## config.mk

```make
export PLATFORM = sky130hd
export DESIGN_NAME = iutc_ctrl
export DESIGN_NICKNAME = d
export VERILOG_FILES = /design/src/rtl/core/iutc_pkg.sv /design/src/rtl/core/iutc_ctrl.sv
export SDC_FILE = /design/constraint.sdc
export NUM_CORES = 1
export LEC_CHECK = 0
export BUFFER_PORTS_ARGS = -buffer_cell sky130_fd_sc_hd__buf_4
export CAP_MARGIN = 20
export CORE_ASPECT_RATIO = 1.4
export CORE_MARGIN = 3
export CORE_UTILIZATION = 30
export DETAILED_ROUTE_END_ITERATION = 8
export PLACE_DENSITY = 0.58
export SETUP_SLACK_MARGIN = 0.5
export SYNTH_ARGS = -nofsm -noshare
export SYNTH_HDL_FRONTEND = slang
export SYNTH_SLANG_ARGS = --single-unit
```

## constraint.sdc

```tcl
create_clock -name clk -period 2.5 [get_ports clk]
set_clock_uncertainty 0.1 [all_clocks]
set_input_delay 0.5 -clock clk [delete_from_list [all_inputs] [get_ports clk]]
set_output_delay 0.5 -clock clk [all_outputs]
set_load 0.02 [all_outputs]
```

## src/rtl/core/iutc_pkg.sv

```systemverilog
`default_nettype none
package iutc_pkg;

  localparam int unsigned MAX_RECORDS_DEF = 64;
  localparam int unsigned POS_W           = 40;
  localparam int unsigned TAG_W           = 16;
  localparam int unsigned EVID_W          = 41;
  localparam int unsigned SEED_W          = 32;
  localparam int unsigned REC_W           = TAG_W + 2 * POS_W;
  localparam int unsigned IN_DATA_W       = 96;
  localparam int unsigned OUT_DATA_W      = 64;
  localparam int unsigned OUT_USER_W      = 3;
  localparam logic [SEED_W-1:0] SEED_RESET = 32'd1;

  typedef enum logic [2:0] {
    ST_LOAD,
    ST_SCAN,
    ST_DRAIN,
    ST_MERGE,
    ST_CLOSE,
    ST_DECIDE,
    ST_MOD,
    ST_OUT
  } ctrl_state_t;

  typedef struct packed {
    logic load_wr;
    logic load_ovf;
    logic run_init;
    logic scan_start;
    logic rd_en;
    logic merge;
    logic close;
    logic mod_start;
    logic mod_step;
    logic out_load;
    logic pass2;
  } dp_cmd_t;

  typedef struct packed {
    logic simple;
    logic out_free;
  } dp_status_t;

  function automatic logic [SEED_W-1:0] xorshift32(input logic [SEED_W-1:0] v);
    logic [SEED_W-1:0] x;
    x = v;
    x = x ^ (x << 13);
    x = x ^ (x >> 17);
    x = x ^ (x << 5);
    return x;
  endfunction

endpackage
`default_nettype wire

```

## src/rtl/core/iutc_ctrl.sv

```systemverilog
`default_nettype none
module iutc_ctrl #(
  parameter int unsigned MAX_RECORDS = iutc_pkg::MAX_RECORDS_DEF,
  localparam int unsigned AW = (MAX_RECORDS > 1) ? $clog2(MAX_RECORDS) : 1,
  localparam int unsigned CW = $clog2(MAX_RECORDS + 1)
) (
  input  wire logic                 clk,
  input  wire logic                 rst,
  input  wire logic                 in_valid,
  input  wire logic                 in_last,
  output logic                      in_ready,
  input  wire iutc_pkg::dp_status_t st,
  output iutc_pkg::dp_cmd_t         cmd,
  output logic [AW-1:0]             waddr,
  output logic [AW-1:0]             raddr
);
  import iutc_pkg::*;

  localparam logic [CW-1:0] MAX_C = CW'(MAX_RECORDS);

  ctrl_state_t state, state_next;
  logic [CW-1:0] count, count_next;
  logic [CW-1:0] rank, rank_next;
  logic [AW-1:0] scan_idx, scan_idx_next;
  logic [4:0]    mod_cnt, mod_cnt_next;
  logic          pass2, pass2_next;
  logic [CW-1:0] last_pos;

  assign last_pos = count - 1'b1;
  assign waddr    = count[AW-1:0];
  assign raddr    = scan_idx;

  always_ff @(posedge clk) begin
    if (rst) begin
      state    <= ST_LOAD;
      count    <= '0;
      rank     <= '0;
      scan_idx <= '0;
      mod_cnt  <= '0;
      pass2    <= 1'b0;
    end else begin
      state    <= state_next;
      count    <= count_next;
      rank     <= rank_next;
      scan_idx <= scan_idx_next;
      mod_cnt  <= mod_cnt_next;
      pass2    <= pass2_next;
    end
  end

  always_comb begin
    state_next    = state;
    count_next    = count;
    rank_next     = rank;
    scan_idx_next = scan_idx;
    mod_cnt_next  = mod_cnt;
    pass2_next    = pass2;
    cmd           = '0;
    cmd.pass2     = pass2;
    in_ready      = 1'b0;
    unique case (state)
      ST_LOAD: begin
        in_ready = 1'b1;
        if (in_valid) begin
          if (count < MAX_C) begin
            cmd.load_wr = 1'b1;
            count_next  = count + 1'b1;
          end else begin
            cmd.load_ovf = 1'b1;
          end
          if (in_last) begin
            cmd.run_init   = 1'b1;
            cmd.scan_start = 1'b1;
            cmd.pass2      = 1'b0;
            pass2_next     = 1'b0;
            scan_idx_next  = '0;
            rank_next      = '0;
            state_next     = ST_SCAN;
          end
        end
      end
      ST_SCAN: begin
        cmd.rd_en = 1'b1;
        if (CW'(scan_idx) == last_pos) begin
          state_next = ST_DRAIN;
        end else begin
          scan_idx_next = scan_idx + 1'b1;
        end
      end
      ST_DRAIN: begin
        state_next = ST_MERGE;
      end
      ST_MERGE: begin
        cmd.merge = 1'b1;
        if (rank == last_pos) begin
          state_next = ST_CLOSE;
        end else begin
          rank_next      = rank + 1'b1;
          scan_idx_next  = '0;
          cmd.scan_start = 1'b1;
          state_next     = ST_SCAN;
        end
      end
      ST_CLOSE: begin
        cmd.close  = 1'b1;
        state_next = pass2 ? ST_OUT : ST_DECIDE;
      end
      ST_DECIDE: begin
        if (st.simple) begin
          state_next = ST_OUT;
        end else begin
          cmd.mod_start = 1'b1;
          mod_cnt_next  = '0;
          state_next    = ST_MOD;
        end
      end
      ST_MOD: begin
        cmd.mod_step = 1'b1;
        mod_cnt_next = mod_cnt + 1'b1;
        if (mod_cnt == 5'd31) begin
          cmd.run_init   = 1'b1;
          cmd.scan_start = 1'b1;
          cmd.pass2      = 1'b1;
          pass2_next     = 1'b1;
          scan_idx_next  = '0;
          rank_next      = '0;
          state_next     = ST_SCAN;
        end
      end
      ST_OUT: begin
        if (st.out_free) begin
          cmd.out_load = 1'b1;
          count_next   = '0;
          state_next   = ST_LOAD;
        end
      end
      default: state_next = ST_LOAD;
    endcase
  end

`ifndef SYNTHESIS
  a_count_cap: assert property (@(posedge clk) disable iff (rst) count <= MAX_C)
    else $error("record count beyond capacity");
  a_scan_nonempty: assert property (@(posedge clk) disable iff (rst)
    state == ST_SCAN |-> count != '0)
    else $error("scan with empty buffer");
  a_pass2_ties: assert property (@(posedge clk) disable iff (rst)
    cmd.mod_start |-> !pass2)
    else $error("tie draw during second pass");
`endif
endmodule
`default_nettype wire

```

==> impl_metrics.json <==
{
  "status": "complete, no violations",
  "finalSetupViolCount": 0,
  "design_area_um2": 3010,
  "seq_area_frac_synth": 0.294,
  "relSlewSlack": 0.696,
  "track_usage": 0.157,
  "port_buffers": 29,
  "drt-vias-per-instance": 5.27,
  "final_max_slew_viol_count": 0,
  "clockBufferDepth": 2,
  "io_pins": 30,
  "core_um2": 6300,
  "slowest_stage": "or3_4",
  "insertion_delay_ns": 0.28,
  "dp_cells": 337,
  "rsz0062_at_grt": "yes",
  "yosysTopAreaCell": "dfxtp_1",
  "placed_cell_area_um2": 2370,
  "fin_crit_sh": 0.998,
  "power.density_nw_per_um2": 464,
  "maxCapViolations": 0,
  "period_needed_ns": 2.50,
  "worstMarginPinSlew_ns": 0.454,
  "place.gp.congestion": 0.827,
  "nets": 316,
  "synth_top_area_frac": 0.294,
  "critical-path-max-stage-delay_ns": 0.42,
  "worstHoldEndpoint": "mod_cnt[3]",
  "critPathBufInv": 1,
  "crit_path_start_kind": "flip-flop",
  "synthesis.nets": 253,
  "netlist_top_cells_area": "dfxtp_1 29%, nor2_1 4.9%, xnor2_1 4.4%",
  "synth_most_common_cell": "dfxtp_1",
  "p_leak_nw": 1.21,
  "drtAntennaViolNets": 0,
  "post-place-ws_ns": 0.0352,
  "holdCritStartpoint": "mod_cnt[3]",
  "first_global_vias": 1896,
  "wire_per_inst_um": 15.4,
  "start_util": 0.313,
  "cts_tree": "built",
  "r2r-end": "raddr[2]",
  "crit_chain": "or3_4 -> or2_4 -> o2111ai_4 -> o31ai_4 -> nand2b_1 -> buf_6",
  "syn_to_final_growth_pct": 52.7,
  "htreeDepth": 2,
  "crit_fanout": 5,
  "grt_max_degree": 21,
  "crit_type": "reg -> out",
  "numClockSinks": 29,
  "drt_first_pass_iters": 4,
  "timing.rr.start": "count[2]",
  "hold_viol_final": 0,
  "numCtsBuffers": 5,
  "antenna_found_initial": 0,
  "rows": 34,
  "synth_ff_type": "dfxtp_1",
  "diodes": 0,
  "worst_slack_ns": 0.00438,
  "syn_area_per_cell_um2": 8.19,
  "crit_arrival_ns": 1.90,
  "reg2regPathDepth": 8,
  "syn_area_um2": 1970,
  "drc": 0,
  "cts_root_buffer": "clkbuf_8",
  "timing.fmax_mhz": 401,
  "ir_worst_vdd_mv": 0.279,
  "grt_pass1_wl_mm": 9.25,
  "worstPathRequired_ns": 1.90,
  "async_reset_ff_frac": 0,
  "drt-total-wl_mm": 5.81,
  "synth-edff-count": 0,
  "grt-ovfl-total": 0,
  "clk_pin_slew_worst_paths_ns": 0.06,
  "dp_hpwl_mm": 3.93,
  "drt_iter0_drc": 55,
  "synthTopCellsByCount": "29 x dfxtp_1, 26 x nor2_1, 17 x a21oi_1",
  "fin_cells": 377,
  "fill_cells": 609,
  "min_delay_path_depth": 1,
  "synthCells": 241,
  "dr_total_vias": 1987,
  "worstSetupEndpointType": "output port",
  "hold_class": "reg -> reg",
  "rrSetupSlack_ns": 0.07,
  "die_h_um": 102,
  "yosysWarnings": 0,
  "fp.dieW_um": 74.5,
  "dieArea_um2": 7600,
  "critical-path-top-delay-family": "simple AND/OR/NAND/NOR gates",
  "ys_ff_latch": 29,
  "drive_gt1_frac": 0.492,
  "synthDistinctLibCells": 52
}
## worst register-to-register path: stages (launching register included)
cell       delay [ns]
dfxtp_4          0.36
or3_4            0.42
or2_4            0.27
o2111ai_4        0.24
buf_4            0.15
buf_6            0.09
nor3_4           0.06
or4_1            0.49
a21oi_1          0.15
## per-layer routing
layer	global-route usage	up-vias	part of all wire
li1	-	979	-
met1	0.184	962	0.42
met2	0.287	40	0.53
met3	0.0226	6	0.034
met4	0.0493	0	0.011
met5	0	-	0
## sequential cells by signal, summed over array words and instances (netlist names)
register,count
count,7
state,3
mod_cnt,5
rank,7
pass2,1
raddr,6
## area by class of cell
type | count | area [um2] | share of cell area
Clock buffer | 7 | 96.3 | 0.0320
Sequential cell | 29 | 607 | 0.201
Timing Repair Buffer | 76 | 627 | 0.208
Multi-Input combinational cell | 186 | 1560 | 0.516
Inverter | 6 | 32.5 | 0.0108
Clock inverter | 1 | 5.00 | 0.00166
Tap cell | 72 | 90.1 | 0.0299
## power by group
group          internal [W]  total, W  switching, W  leakage, nW
Clock              0.000248  0.000427      0.000179       0.0542
Sequential         0.000476  0.000497     0.0000207        0.242
Combinational      0.000226  0.000473      0.000247        0.915
## logic make-up (layout without fill, tap and decap cells)
family | count (synthesis) | after routing | synth area share
AO/OA/AOI/OAI | 47 | 47 | 0.158
flip-flops | 29 | 29 | 0.294
XOR/XNOR | 20 | 20 | 0.110
adder cells (fa/ha/maj) | 6 | 6 | 0.0380
AND/OR/NAND/NOR | 107 | 107 | 0.297
buffers and inverters | 26 | 90 | 0.0710
multiplexers | 6 | 6 | 0.0311
## worst max-delay path by stage
| stage | from | to | slack (ns) | cells after the start |
|---|---|---|---|---|
| CTS | count[0] | cmd[7] | -0.006 | 8 |
| global route | count[6] | cmd[7] | -0.07 | 6 |
| finish | count[2] | cmd[7] | 0.004 | 6 |
| detailed placement | count[2] | raddr[1] | 0.04 | 6 |
| global placement | count[2] | raddr[1] | 0.14 | 6 |
| floorplan | count[0] | cmd[7] | 0.15 | 8 |
## metrics by stage
step | TNS [ns] | total power, W | util | hold slack, ns
after floorplan | 0 | 0.000750 | - | 0.332
after CTS | -0.00553 | 0.00135 | 0.440 | 0.392
after global placement | 0 | 0.000854 | 0.377 | 0.349
after global routing | -0.0699 | 0.00146 | 0.479 | 0.422
final | 0 | 0.00140 | 0.479 | 0.399
after detailed placement | 0 | 0.000856 | 0.377 | 0.366
## what timing repair did
item / in CTS / in global routing
hold buffers: 0 / 0
resized for setup: 41 / 34
endpoints found under the setup margin: 27 / 28
pin swaps: 16 / 17
setup buffers: 16 / 16
## cells in the final DEF, fill, tap and decap left out, drive strengths merged, types with 2 or more instances in the layout
| cell | n |
|---|---|
| a21oi | 17 |
| a22oi | 2 |
| a31oi | 4 |
| and3 | 3 |
| and4 | 2 |
| buf | 76 |
| clkbuf | 7 |
| dfxtp | 29 |
| ha | 6 |
| inv | 6 |
| mux2i | 5 |
| nand2 | 14 |
| nand2b | 6 |
| nand3 | 14 |
| nand3b | 4 |
| nand4 | 3 |
| nor2 | 26 |
| nor2b | 6 |
| nor3 | 8 |
| nor3b | 4 |
| nor4 | 3 |
| o2111ai | 2 |
| o21ai | 11 |
| o31ai | 3 |
| or2 | 3 |
| or3 | 7 |
| or4b | 2 |
| xnor2 | 10 |
| xnor3 | 2 |
| xor2 | 7 |
No activity file was read; power rests on OpenSTA's default activity.
